### src/rtl/ile_pkg.sv
// Shared constants, codes and controller/datapath link types for the list engine.
`default_nettype none
package ile_pkg;

    localparam int LIST_DEPTH = 64;
    localparam int WORD_W     = 64;
    localparam int POS_W      = 6;
    localparam int CNT_W      = 7;
    localparam int ACT_W      = 2;
    localparam int ST_W       = 2;

    typedef enum logic [ACT_W-1:0] {
        ACT_READ   = 2'd0,
        ACT_INSERT = 2'd1,
        ACT_FIND   = 2'd2,
        ACT_REMOVE = 2'd3
    } action_t;

    typedef enum logic [ST_W-1:0] {
        ST_OK       = 2'd0,
        ST_RANGE    = 2'd1,
        ST_FULL     = 2'd2,
        ST_NOTFOUND = 2'd3
    } status_t;

    typedef enum logic [2:0] {
        S_IDLE,
        S_EVAL,
        S_RWAIT,
        S_SHIFT,
        S_DRAIN,
        S_PUT,
        S_FIND,
        S_DONE
    } state_t;

    // controller to datapath
    typedef struct packed {
        logic    load;
        logic    rd_pos;
        logic    shift_init;
        logic    shift_rd;
        logic    find_init;
        logic    find_rd;
        logic    put;
        logic    fin;
        status_t fin_st;
        logic    emit;
    } cmd_t;

    // datapath to controller
    typedef struct packed {
        action_t act;
        logic    pos_ge_cnt;
        logic    pos_gt_cnt;
        logic    full;
        logic    pos_eq_cnt;
        logic    pos_last;
        logic    shift_last;
        logic    scan_more;
        logic    cmp_valid;
        logic    hit;
        logic    out_free;
    } stat_t;

endpackage
`default_nettype wire

### src/rtl/ile_ctrl.sv
// Request sequencer: decodes each request and steps the datapath through it.
`default_nettype none
module ile_ctrl (
    input  wire logic           clk,
    input  wire logic           rst_n,
    input  wire logic           req_valid,
    output logic                req_ready,
    input  wire ile_pkg::stat_t stat,
    output ile_pkg::cmd_t       cmd
);

    ile_pkg::state_t state_reg;
    ile_pkg::state_t state_next;

    always_ff @(posedge clk or negedge rst_n)
    begin
        if (!rst_n)
        begin
            state_reg <= ile_pkg::S_IDLE;
        end
        else
        begin
            state_reg <= state_next;
        end
    end

    always_comb
    begin
        state_next = state_reg;
        cmd        = '0;
        cmd.fin_st = ile_pkg::ST_OK;
        req_ready  = 1'b0;

        case (state_reg)
            ile_pkg::S_IDLE:
            begin
                req_ready = 1'b1;
                if (req_valid)
                begin
                    cmd.load   = 1'b1;
                    state_next = ile_pkg::S_EVAL;
                end
            end

            ile_pkg::S_EVAL:
            begin
                case (stat.act)
                    ile_pkg::ACT_READ:
                    begin
                        if (stat.pos_ge_cnt)
                        begin
                            cmd.fin    = 1'b1;
                            cmd.fin_st = ile_pkg::ST_RANGE;
                            state_next = ile_pkg::S_DONE;
                        end
                        else
                        begin
                            cmd.rd_pos = 1'b1;
                            state_next = ile_pkg::S_RWAIT;
                        end
                    end
                    ile_pkg::ACT_INSERT:
                    begin
                        if (stat.pos_gt_cnt)
                        begin
                            cmd.fin    = 1'b1;
                            cmd.fin_st = ile_pkg::ST_RANGE;
                            state_next = ile_pkg::S_DONE;
                        end
                        else if (stat.full)
                        begin
                            cmd.fin    = 1'b1;
                            cmd.fin_st = ile_pkg::ST_FULL;
                            state_next = ile_pkg::S_DONE;
                        end
                        else if (stat.pos_eq_cnt)
                        begin
                            state_next = ile_pkg::S_PUT;
                        end
                        else
                        begin
                            cmd.shift_init = 1'b1;
                            state_next     = ile_pkg::S_SHIFT;
                        end
                    end
                    ile_pkg::ACT_FIND:
                    begin
                        cmd.find_init = 1'b1;
                        state_next    = ile_pkg::S_FIND;
                    end
                    default:
                    begin
                        if (stat.pos_ge_cnt)
                        begin
                            cmd.fin    = 1'b1;
                            cmd.fin_st = ile_pkg::ST_RANGE;
                            state_next = ile_pkg::S_DONE;
                        end
                        else if (stat.pos_last)
                        begin
                            // last entry: drop it without moving anything
                            cmd.fin    = 1'b1;
                            state_next = ile_pkg::S_DONE;
                        end
                        else
                        begin
                            cmd.shift_init = 1'b1;
                            state_next     = ile_pkg::S_SHIFT;
                        end
                    end
                endcase
            end

            ile_pkg::S_RWAIT:
            begin
                cmd.fin    = 1'b1;
                state_next = ile_pkg::S_DONE;
            end

            ile_pkg::S_SHIFT:
            begin
                cmd.shift_rd = 1'b1;
                if (stat.shift_last)
                begin
                    state_next = ile_pkg::S_DRAIN;
                end
            end

            ile_pkg::S_DRAIN:
            begin
                // the datapath retires the last moved entry here
                if (stat.act == ile_pkg::ACT_INSERT)
                begin
                    state_next = ile_pkg::S_PUT;
                end
                else
                begin
                    cmd.fin    = 1'b1;
                    state_next = ile_pkg::S_DONE;
                end
            end

            ile_pkg::S_PUT:
            begin
                cmd.put    = 1'b1;
                cmd.fin    = 1'b1;
                state_next = ile_pkg::S_DONE;
            end

            ile_pkg::S_FIND:
            begin
                if (stat.hit)
                begin
                    cmd.fin    = 1'b1;
                    state_next = ile_pkg::S_DONE;
                end
                else if (!stat.scan_more && !stat.cmp_valid)
                begin
                    cmd.fin    = 1'b1;
                    cmd.fin_st = ile_pkg::ST_NOTFOUND;
                    state_next = ile_pkg::S_DONE;
                end
                else
                begin
                    cmd.find_rd = stat.scan_more;
                end
            end

            ile_pkg::S_DONE:
            begin
                if (stat.out_free)
                begin
                    cmd.emit   = 1'b1;
                    state_next = ile_pkg::S_IDLE;
                end
            end

            default:
            begin
                state_next = ile_pkg::S_IDLE;
            end
        endcase
    end

endmodule
`default_nettype wire

### config.mk
export PLATFORM = sky130hd
export DESIGN_NAME = ile_ctrl
export DESIGN_NICKNAME = d
export VERILOG_FILES = /design/src/rtl/ile_pkg.sv /design/src/rtl/ile_ctrl.sv
export SDC_FILE = /design/constraint.sdc
export NUM_CORES = 1
export LEC_CHECK = 0
export ABC_CLOCK_PERIOD_IN_PS = 1700
export BUFFER_PORTS_ARGS = -buffer_cell sky130_fd_sc_hd__buf_4
export CORE_AREA = 3 3 40 42
export CTS_BUF_LIST = sky130_fd_sc_hd__clkbuf_4 sky130_fd_sc_hd__clkbuf_8
export DETAILED_ROUTE_END_ITERATION = 8
export DIE_AREA = 0 0 43 45
export SLEW_MARGIN = 20
export SYNTH_ARGS = -nofsm -noshare
export SYNTH_HDL_FRONTEND = slang
export SYNTH_SLANG_ARGS = --single-unit
### constraint.sdc
create_clock -name clk -period 1.7 [get_ports clk]
set_clock_uncertainty 0.15 [all_clocks]
set_input_delay 0.255 -clock clk [delete_from_list [all_inputs] [get_ports clk]]
set_output_delay 0.255 -clock clk [all_outputs]
set_load 0.1 [all_outputs]
==> summary.md, run 1 <==
| Metric | Value |
|---|---|
| Total number of vias | 613 |
| PortBufs | 26 |
| Share of cells above drive strength 1 | 0.676 |
| DRC | 0 |
| Die Y-Extent | 45 um |
| FF-to-FF Start | state_reg[1] |
| Relative slew slack | 0.712 |
| Max Fclk | 521 MHz |
| FF-to-FF path depth | 6 |
| Clock latency at the later pin of the worst-skew pair | 240 ps |
| Area of the multi-input gates | 449 um^2 |
| Sequential cell area | 76.3 um^2 |
| Syn Inst Count | 59 |
| P_sw | 871 uW |
| Post-layout min period | 1920 ps |
| Htree depth | 1 |
| Synthesized Nets | 74 |
| Failing checks | negative setup slack |
| CP startpoint | state_reg[1] |
| Setup crit end kind | output pin |
| Final Hold Viols | 0 |
| Worst Setup EP | cmd[2] |
| Netlist cell types | 34 |
| Post-route ant nets | 0 |
| Leakage power | 0.000456 uW |
| Core Rows | 13 |
| Worst slew pin tran | 427 ps |
| Clock share of power | 0.089 |
| Crit Path Class | flop to output pin |
| CP required | 1290 ps |
| Vias in the first global route | 659 |
| Die Wd | 43 um |
| Clk root buf | clkbuf_4 |
| Final wirelength | 1650 um |
| #FFs+latches synth | 3 |
| Final setup violation count | 10 |
| MaxCap Viol Count | 0 |
| Final Max Tran Viols | 0 |
| Mapped Area | 427 um^2 |
| DR pass1 iterations | 4 |
| DP HPWL | 1230 um |
| Via/cell ratio | 5.24 |
| Reg clk slew, reported paths | 40 ps |
| RSZ-0062 raised after global routing | yes |
| CORE AREA | 1280 um^2 |
| Final WS setup | -218 ps |
| Max Root-Sink Buffers | 2 |
| Area leader, netlist | dfrtp_1 |
| CTS Buf Count | 3 |
| Arrival time worst endpoint | 1510 ps |
| FILL cells | 89 |
| CTS tree | done |
| Fin util | 0.799 |
| CP Launch Type | flop |
| Clock Sinks | 3 |
| Sequential Power Share | 0.091 |
| Initial cell density of the core | 0.332 |
| Tcrit/Tclk final | 1.13 |
| RePlAce Congestion | 0.727 |
| P_int | 750 uW |
| I/O Pins | 27 |
| Crit-path max FO | 5 |
| Sw frac | 0.537 |
| RR Endpoint | state_reg[1] |
| Wire per inst | 14.1 um |
| Tightest Hold Check Type | input port to async pin |
| Global-route wire length before repair | 2800 um |
| Sequential area share after synthesis | 0.176 |
| Largest register FFs | 3 |
| Diode count | 0 |
| Peak supply drop | 1010 uV |
| Comb pwr share | 0.820 |
| R2R Setup Slk | 0 ps |
| Total track usage | 0.193 |
| Die area | 1940 um^2 |
| Iter 0 DRT Violations | 13 |
| Synth warn | 0 |
| Total power | 1620 uW |
| GRT Residual Overflow | 0 |
| Status | complete, but fails checks |
| Initial antenna violation count | 0 |
| Synth area leaders | dfrtp_1, nor2_1, o221ai_1 |
| PwrDens | 1580 nW/um^2 |
| Largest net degree at the start of global routing | 10 |
| Top cell type's share of synthesized area | 0.176 |
| Syn-to-layout area delta | 141% |
| Nets | 118 |
| Syn avg cell area | 7.23 um^2 |
logic make-up after synthesis:
logic type | after synthesis | synth area share
AOI/OAI and AO/OA | 19 | 0.314
buffers and inverters | 6 | 0.0675
DFF | 3 | 0.176
muxes | 1 | 0.0264
and+or+nand+nor | 30 | 0.416
layout by cell type (no fill, tap or decap), types with 2 or more instances in the layout:
cell,Yosys,layout
buf_4,1,29
nor2_1,7,4
buf_12,0,9
clkbuf_4,0,4
nand2b_1,3,2
buf_6,0,3
dfrtp_1,3,2
o21ai_0,3,3
nand2_1,4,2
nor2_4,0,2
nand2b_4,1,2
a21oi_1,3,3
inv_1,3,3
and2_4,0,2
nand2_2,0,2
per-stage QoR:
step	instance area [um^2]	setup TNS [ps]	hold WS (ps)	setup WS, ps	instances
finish	1030	-1340	190	-218	117
global route	1030	-2240	202	-300	117
CTS	991	-1350	179	-228	115
detailed placement	830	-269	-105	-135	110
global placement	830	-229	-106	-120	110
floorplan	536	-2790	-191	-557	59
cell type report:
class / instances / share of cell area
Multi-Input combinational cell: 50 / 0.437
Timing Repair Buffer: 42 / 0.430
Sequential cell: 3 / 0.0743
Clock buffer: 4 / 0.0292
Tap cell: 15 / 0.0183
Inverter: 3 / 0.0110
worst min path at each step:
stage / from / endpoint / slack [ps] / depth (start not counted)
floorplan: rst_n / state_reg[0] / -190 / 0
global placement: rst_n / state_reg[0] / -110 / 1
detailed placement: rst_n / state_reg[2] / -100 / 1
CTS: rst_n / state_reg[2] / 180 / 2
global route: rst_n / state_reg[2] / 200 / 2
finish: rst_n / state_reg[2] / 190 / 2
critical path, cell delays in order, from the launching register on:
cell and delay [ps]:
dfrtp_1 390, and2b_2 260, nand2b_4 100, o41ai_4 250, buf_6 270
synth_stat cells, drive strengths merged:
| library cell | instances |
|---|---|
| or2b | 1 |
| a211oi | 1 |
| nand2b | 4 |
| buf | 3 |
| a31oi | 1 |
| o31ai | 1 |
| o21ai | 4 |
| mux2 | 1 |
| o2111ai | 1 |
| inv | 3 |
| and2b | 1 |
| nand3 | 1 |
| dfrtp | 3 |
| o21a | 1 |
| and4bb | 1 |
| nor4 | 1 |
| nor3b | 2 |
| a21oi | 3 |
| o221ai | 3 |
| and3 | 1 |
| nand2 | 4 |
| or2 | 1 |
| and2 | 3 |
| or3 | 1 |
| nor2 | 7 |
| nor2b | 1 |
| o41a | 1 |
| nor3 | 1 |
| o22ai | 1 |
| o311ai | 1 |
| o41ai | 1 |
power by group through the flow:
stage | Combinational, uW | Sequential [uW] | Clock [uW]
floorplan | 828 | 131 | 0
global placement | 1100 | 147 | 0
detailed placement | 1100 | 145 | 0
CTS | 1260 | 146 | 148
global route | 1390 | 153 | 161
finish | 1330 | 147 | 145
per-layer routing:
layer	share of wire	GRT usage	wire length, um	vias to the layer above
met2	0.55	0.371	908	21
li1	-	-	-	308
met4	0.012	0.0904	19	0
met1	0.38	0.210	633	282
met3	0.055	0.0239	91	2
met5	0	0	0	-
repair_timing:
action	4_1_cts	5_1_grt
pin swaps	1	1
hold buffers	1	0
setup buffers	0	2
resized for setup	32	5
hold endpoints to repair	3	0
endpoints found under the setup margin	12	14
(Power assumes the default switching activity.)
==> inputs of run 2 (changes only) <==
- CORE_AREA: 3 3 40 42 -> not set
- CORE_MARGIN: not set -> 3
- CORE_UTILIZATION: not set -> 30
- DIE_AREA: 0 0 43 45 -> not set
==> run 2 against run 1 <==
The run still ends with negative setup slack left; worst hold slack improved by 40 ps; worst setup slack worse by 61 ps; cell count rose by 2.6%; cell area up 6.6%; sequential share of layout area down 0.46 points; first-iteration DRC count rose to 2.8 times the previous value; sequential power up 5%; total power grew 10%; critical endpoint unchanged; largest cell class is now non-clock buffers; largest power group unchanged; highest routed layer unchanged.
==> summary.md, run 2 (synthesis gave the netlist of run 1 again) <==
| Metric | Value |
|---|---|
| Tightest Hold Check Type | input port to flop |
| Sw frac | 0.542 |
| Clk root buf | clkbuf_4 |
| Worst slew pin tran | 459 ps |
| Max Fclk | 505 MHz |
| Clock share of power | 0.081 |
| P_sw | 967 uW |
| Syn-to-layout area delta | 157% |
| CP bufs+invs | 1 |
| RSZ-0062 raised after global routing | yes |
| Total track usage | 0.263 |
| Total number of vias | 727 |
| Top delay family on crit path | flip-flops |
| Tcrit/Tclk final | 1.16 |
| FILL cells | 55 |
| Die area | 1910 um^2 |
| Initial antenna violation count | 0 |
| Peak supply drop | 1310 uV |
| Pre-CTS WS | -131 ps |
| Die Wd | 43.7 um |
| Diode count | 0 |
| Initial cell density of the core | 0.351 |
| Nets | 122 |
| Final setup violation count | 10 |
| Die Y-Extent | 43.7 um |
| CTS Buf Count | 3 |
| CP Launch Type | flop |
| Post-layout min period | 1980 ps |
| Vias in the first global route | 769 |
| GRT Residual Overflow | 0 |
| Crit-path max FO | 5 |
| Failing checks | negative setup slack |
| Leakage power | 0.000485 uW |
| CTS tree | done |
| Placed cell areas | 836 um^2 |
| CP required | 1290 ps |
| PortBufs | 26 |
| Htree depth | 1 |
| Max Root-Sink Buffers | 2 |
| Design area | 1090 um^2 |
| Crit Path Class | flop to output pin |
| Core Rows | 12 |
| Final wirelength | 2650 um |
| PwrDens | 1630 nW/um^2 |
| Comb pwr share | 0.833 |
| Critical-path cell list | and2b_2, nand2b_4, o41ai_4, buf_6 |
| CORE AREA | 1220 um^2 |
| Worst Hold Slack | 230 ps |
| Largest net degree at the start of global routing | 9 |
| DP HPWL | 1290 um |
| Wire per inst | 22.1 um |
| MaxCap Viol Count | 0 |
| Iter 0 DRT Violations | 37 |
| Commonest cells after routing, fill and taps aside | buf_4, buf_12, buf_6 |
| Sequential Power Share | 0.086 |
| Setup TNS | -1920 ps |
| Arrival time worst endpoint | 1570 ps |
| Final WS setup | -279 ps |
| Fin cells | 120 |
| Status | complete, but fails checks |
| Setup crit end kind | output pin |
| Post-route ant nets | 0 |
| RePlAce Congestion | 0.847 |
| Commonest non-fill, non-tap cell in the layout | buf_4 |
| Final Max Tran Viols | 0 |
| Final Hold Viols | 0 |
| DR pass1 iterations | 4 |
| DRC | 0 |
| Clock latency at the later pin of the worst-skew pair | 230 ps |
| Largest register FFs | 3 |
| Reg clk slew, reported paths | 40 ps |
| P_int | 818 uW |
| Share of cells above drive strength 1 | 0.698 |
| Global-route wire length before repair | 3690 um |
| Slowest cell on the critical path | dfrtp_1 |
| Relative slew slack | 0.694 |
| Clock Sinks | 3 |
| I/O Pins | 27 |
| Via/cell ratio | 6.06 |
| CP peak stage delay | 400 ps |
| Placed cell count | 110 |
-- run 2: path summary, 6_finish.rpt --
check	startpoint	endpoint	slack [ps]	cells after the start
worst max-delay path	state_reg[1]	cmd[2]	-280	4
worst min-delay path	stat[3]	state_reg[1]	230	3
worst max register to register	state_reg[1]	state_reg[1]	30	6
worst min register to register	state_reg[2]	state_reg[2]	680	3
max in group asynchronous	rst_n	state_reg[2]	1030	2
min in group asynchronous	rst_n	state_reg[1]	260	2
-- run 2: what timing repair did --
item | 4_1_cts | 5_1_grt
hold buffers | 1 | 0
setup endpoints to repair | 12 | 13
endpoints found under the hold margin | 3 | 0
resized for setup | 37 | 11
pin swaps | 2 | 1
buffers inserted | 4 | 1
-- run 2: worst register-to-register path, delay by kind of cell, from the launching register on --
kind | cells | cell delay (ps)
simple gates | 2 | 410
flops | 1 | 400
buf+inv | 2 | 310
compound gates | 2 | 260
-- run 2: stage by stage --
| step | total power [uW] | util |
|---|---|---|
| after global routing | 1840 | 0.900 |
| after CTS | 1620 | 0.864 |
| after global placement | 1220 | 0.687 |
| after floorplan | 959 | - |
| after detailed placement | 1230 | 0.687 |
| final | 1780 | 0.900 |
-- run 2: final cells by class --
cell class	instances	area [um^2]	area share
clock buffer	4	30.0	0.0274
inverter	3	11.3	0.0103
multi-input combinational	50	468	0.427
tap	14	17.5	0.0160
timing repair buffer	46	492	0.449
sequential	3	76.3	0.0697
-- run 2: power by group through the flow --
stage                     Sequential [uW]  Combinational (uW)  Clock (uW)
final                                 154                1490         144
after detailed placement              140                1090           0
after global placement                137                1090           0
after CTS                             141                1340         145
after floorplan                       131                 828           0
after global routing                  155                1540         150
-- run 2: layer usage --
| metal | vias to the layer above | track usage | part of all wire |
|---|---|---|---|
| met1 | 345 | 0.291 | 0.37 |
| li1 | 314 | - | - |
| met3 | 14 | 0.0290 | 0.076 |
| met4 | 0 | 0.114 | 0.047 |
| met5 | - | 0 | 0 |
| met2 | 54 | 0.491 | 0.51 |
==> inputs of run 3 (changes only) <==
==> constraint.sdc (replaced) <==
create_clock -name clk -period 1.7 [get_ports clk]
set_clock_uncertainty 0.15 [all_clocks]
set_input_delay 0.51 -clock clk [delete_from_list [all_inputs] [get_ports clk]]
set_output_delay 0.51 -clock clk [all_outputs]
set_load 0.1 [all_outputs]
==> run 3 against run 2 <==
Synthesized cell count unchanged; synthesized area unchanged; the run now fails in clock tree synthesis (4_1_cts).
==> summary.md, run 3 <==
| Metric | Value |
|---|---|
| Status | did not finish |
| Stopped at | clock tree synthesis (4_1_cts) |
| Halt Reason | [ERROR DPL-0038] Utilization greater than 100%, impossible to legalize |
| Post-synth EDFFs | 0 |
| DP HPWL | 1260 um |
| Async S/R FF share, synth | 1.00 |
| Mapped Area | 427 um^2 |
| Most used flip-flop cell after synthesis | dfrtp_1 |
| Hold-fix buffers at CTS | 1 |
| # Post-CTS Setup Buffers | 8 |
| Sequential area share after synthesis | 0.176 |
| Synth area leaders | dfrtp_1, nor2_1, o221ai_1 |
| Die Y-Extent | 43.7 um |
| Clock Sinks | 3 |
| Core Rows | 12 |
| Syn Inst Count | 59 |
| Clk root buf | clkbuf_4 |
| Top cell types by occurrence after synthesis | nor2_1, nand2_1 |
| RePlAce Congestion | 0.826 |
| Synthesized Nets | 74 |
| Netlist cell types | 34 |
| Top cell type's share of synthesized area | 0.176 |
| I/O Pins | 27 |
| Syn avg cell area | 7.23 um^2 |
| #FFs+latches synth | 3 |
| CTS Buf Count | 3 |
| Placed cell count | 116 |
| Synth warn | 0 |
| Htree depth | 1 |
| CTS resizes | 58 |
| Area leader, netlist | dfrtp_1 |
| Initial cell density of the core | 0.351 |
| PortBufs | 26 |
| Max Root-Sink Buffers | 2 |
| Die Wd | 43.7 um |
| Top-count cell post-synth | nor2_1 |
==> run 3: stage by stage <==
| stage | setup WS [ps] | cell area (um^2) |
|---|---|---|
| 2_1_floorplan | -838 | 571 |
| 3_3_place_gp | -604 | 900 |
| 3_5_place_dp | -660 | 900 |
==> run 3: cells by family after synthesis <==
group	after synthesis	synth area share
AO/OA/AOI/OAI	19	0.314
AND/OR/NAND/NOR	30	0.416
flip-flops	3	0.176
buffers and inverters	6	0.0675
multiplexers	1	0.0264
==> inputs of run 4 (changes only) <==
- CORE_AREA: not set -> 3 3 64 66
- CORE_MARGIN: 3 -> not set
- CORE_UTILIZATION: 30 -> not set
- CTS_BUF_LIST: sky130_fd_sc_hd__clkbuf_4 sky130_fd_sc_hd__clkbuf_8 -> not set
- DIE_AREA: not set -> 0 0 67 69
- PLACE_DENSITY_LB_ADDON: not set -> 0.15
==> run 4 against run 3 <==
The flow now finishes, with violations (negative setup slack).
==> summary.md, run 4 (synthesis gave the netlist of run 1 again) <==
| Metric | Value |
|---|---|
| FF-to-FF Start | state_reg[1] |
| Initial cell density of the core | 0.117 |
| P_int | 1080 uW |
| CP peak stage delay | 400 ps |
| Commonest cells after routing, fill and taps aside | buf_4, buf_6, buf_12 |
| RSZ-0062 raised after global routing | yes |
| Syn-to-layout area delta | 223% |
| Critical-path cell list | buf_6, or3_4, nor2_4, a21oi_2, nor3b_4, buf_12 |
| Crit Path Class | input port to output pin |
| Largest net degree at the start of global routing | 8 |
| DP HPWL | 1460 um |
| Status | complete, but fails checks |
| I/O Pins | 27 |
| Initial antenna violation count | 0 |
| Total track usage | 0.0870 |
| CP bufs+invs | 2 |
| CP Launch Type | input port |
| Clock latency at the later pin of the worst-skew pair | 210 ps |
| MaxCap Viol Count | 0 |
| Clock share of power | 0.099 |
| PwrDens | 1500 nW/um^2 |
| Clk root buf | clkbuf_8 |
| Hold Crit Start | req_valid |
| Total number of vias | 685 |
| Pre-CTS WS | -619 ps |
| Diode count | 0 |
| GRT Residual Overflow | 0 |
| Sequential Power Share | 0.074 |
| DR pass1 iterations | 2 |
| Arrival time worst endpoint | 1550 ps |
| Crit-path max FO | 2 |
| Commonest non-fill, non-tap cell in the layout | buf_4 |
| Tightest Hold Check Type | input port to flop |
| Sw frac | 0.476 |
| CORE AREA | 3630 um^2 |
| CTS tree | done |
| Peak supply drop | 412 uV |
| Final wirelength | 1910 um |
| Wire per inst | 11.4 um |
| Share of cells above drive strength 1 | 0.792 |
| Post-layout min period | 2210 ps |
| R2R Setup Slk | 90 ps |
| Vias in the first global route | 748 |
| Relative slew slack | 0.799 |
| Core Rows | 22 |
| Slowest cell on the critical path | or3_4 |
| Final Hold Viols | 0 |
| Top delay family on crit path | simple AND/OR/NAND/NOR gates |
| RR Endpoint | state_reg[2] |
| Die Y-Extent | 69 um |
| Final setup violation count | 12 |
| Via/cell ratio | 4.08 |
| PortBufs | 26 |
| CTS Buf Count | 3 |
| Hold Path Stages | 3 |
| Failing checks | negative setup slack |
| FF-to-FF path depth | 9 |
| Comb pwr share | 0.826 |
| Hold EP | state_reg[0] |
| Reg clk slew, reported paths | 30 ps |
| Die Wd | 67 um |
| Setup crit end kind | output pin |
| Worst slew pin tran | 300 ps |
| Tcrit/Tclk final | 1.30 |
| Htree depth | 1 |
| RePlAce Congestion | 0.762 |
| CP required | 1040 ps |
| Final Max Tran Viols | 0 |
| Max Fclk | 453 MHz |
| Fin util | 0.379 |
| Largest register FFs | 3 |
| DRC | 0 |
| Post-route ant nets | 0 |
| Leakage power | 0.000585 uW |
| P_sw | 981 uW |
| Clock Sinks | 3 |
| Iter 0 DRT Violations | 7 |
| Global-route wire length before repair | 3260 um |
| FILL cells | 374 |
| Die area | 4620 um^2 |
| Nets | 136 |
| Max Root-Sink Buffers | 2 |
| Final WS setup | -508 ps |
run 4: worst register-to-register path, cell delays in order (launching register included):
cell and delay (ps):
dfrtp_2 350, buf_6 110, buf_6 100, buf_6 90
nand2_4 60, buf_4 130, buf_4 120, buf_4 130
o22ai_1 160, a21oi_1 60
run 4: final cells by class:
type / count / area, um^2 / share of cell area
Timing Repair Buffer: 60 / 649 / 0.471
Multi-Input combinational cell: 50 / 534 / 0.387
Inverter: 3 / 11.3 / 0.00817
Sequential cell: 3 / 78.8 / 0.0572
Tap cell: 48 / 60.1 / 0.0436
Clock buffer: 4 / 45.0 / 0.0327
run 4: per-stage QoR:
step	instances	total power [uW]	TNS [ps]	instance area, um^2	hold slack (ps)
after floorplan	59	1020	-5340	571	64.4
after CTS	162	1910	-4490	1250	462
after global placement	150	1350	-4200	942	151
after global routing	168	2180	-5250	1380	487
after detailed placement	150	1360	-4190	942	155
final	168	2060	-4710	1380	446
run 4: metal layers:
layer,wire (um),track usage,part of all wire,vias to the layer above
met5,0,0,0,-
met3,51,0.00977,0.027,0
li1,-,-,-,350
met2,1010,0.144,0.53,12
met1,849,0.112,0.44,323
met4,0,0.0338,0,0
run 4: worst max path at each step:
stage	startpoint	endpoint	slack, ps	cells after the start
detailed placement	stat[8]	cmd[8]	-620	6
finish	stat[7]	cmd[8]	-510	6
global placement	stat[8]	cmd[8]	-610	6
global route	state_reg[1]	cmd[8]	-560	5
floorplan	stat[8]	cmd[8]	-840	4
CTS	stat[7]	cmd[8]	-550	6
run 4: power by group through the flow:
stage	clock [uW]	sequential, uW	combinational (uW)
after floorplan	0	145	876
after global placement	0	145	1210
after detailed placement	0	141	1220
after CTS	213	150	1550
after global routing	221	162	1800
final	205	153	1700
run 4: what timing repair did:
action	in CTS	in global routing
gates resized for setup	53	19
pin swaps	10	9
buffers inserted	7	8
hold endpoints to repair	3	0
endpoints found under the setup margin	12	14
hold buffers	1	0
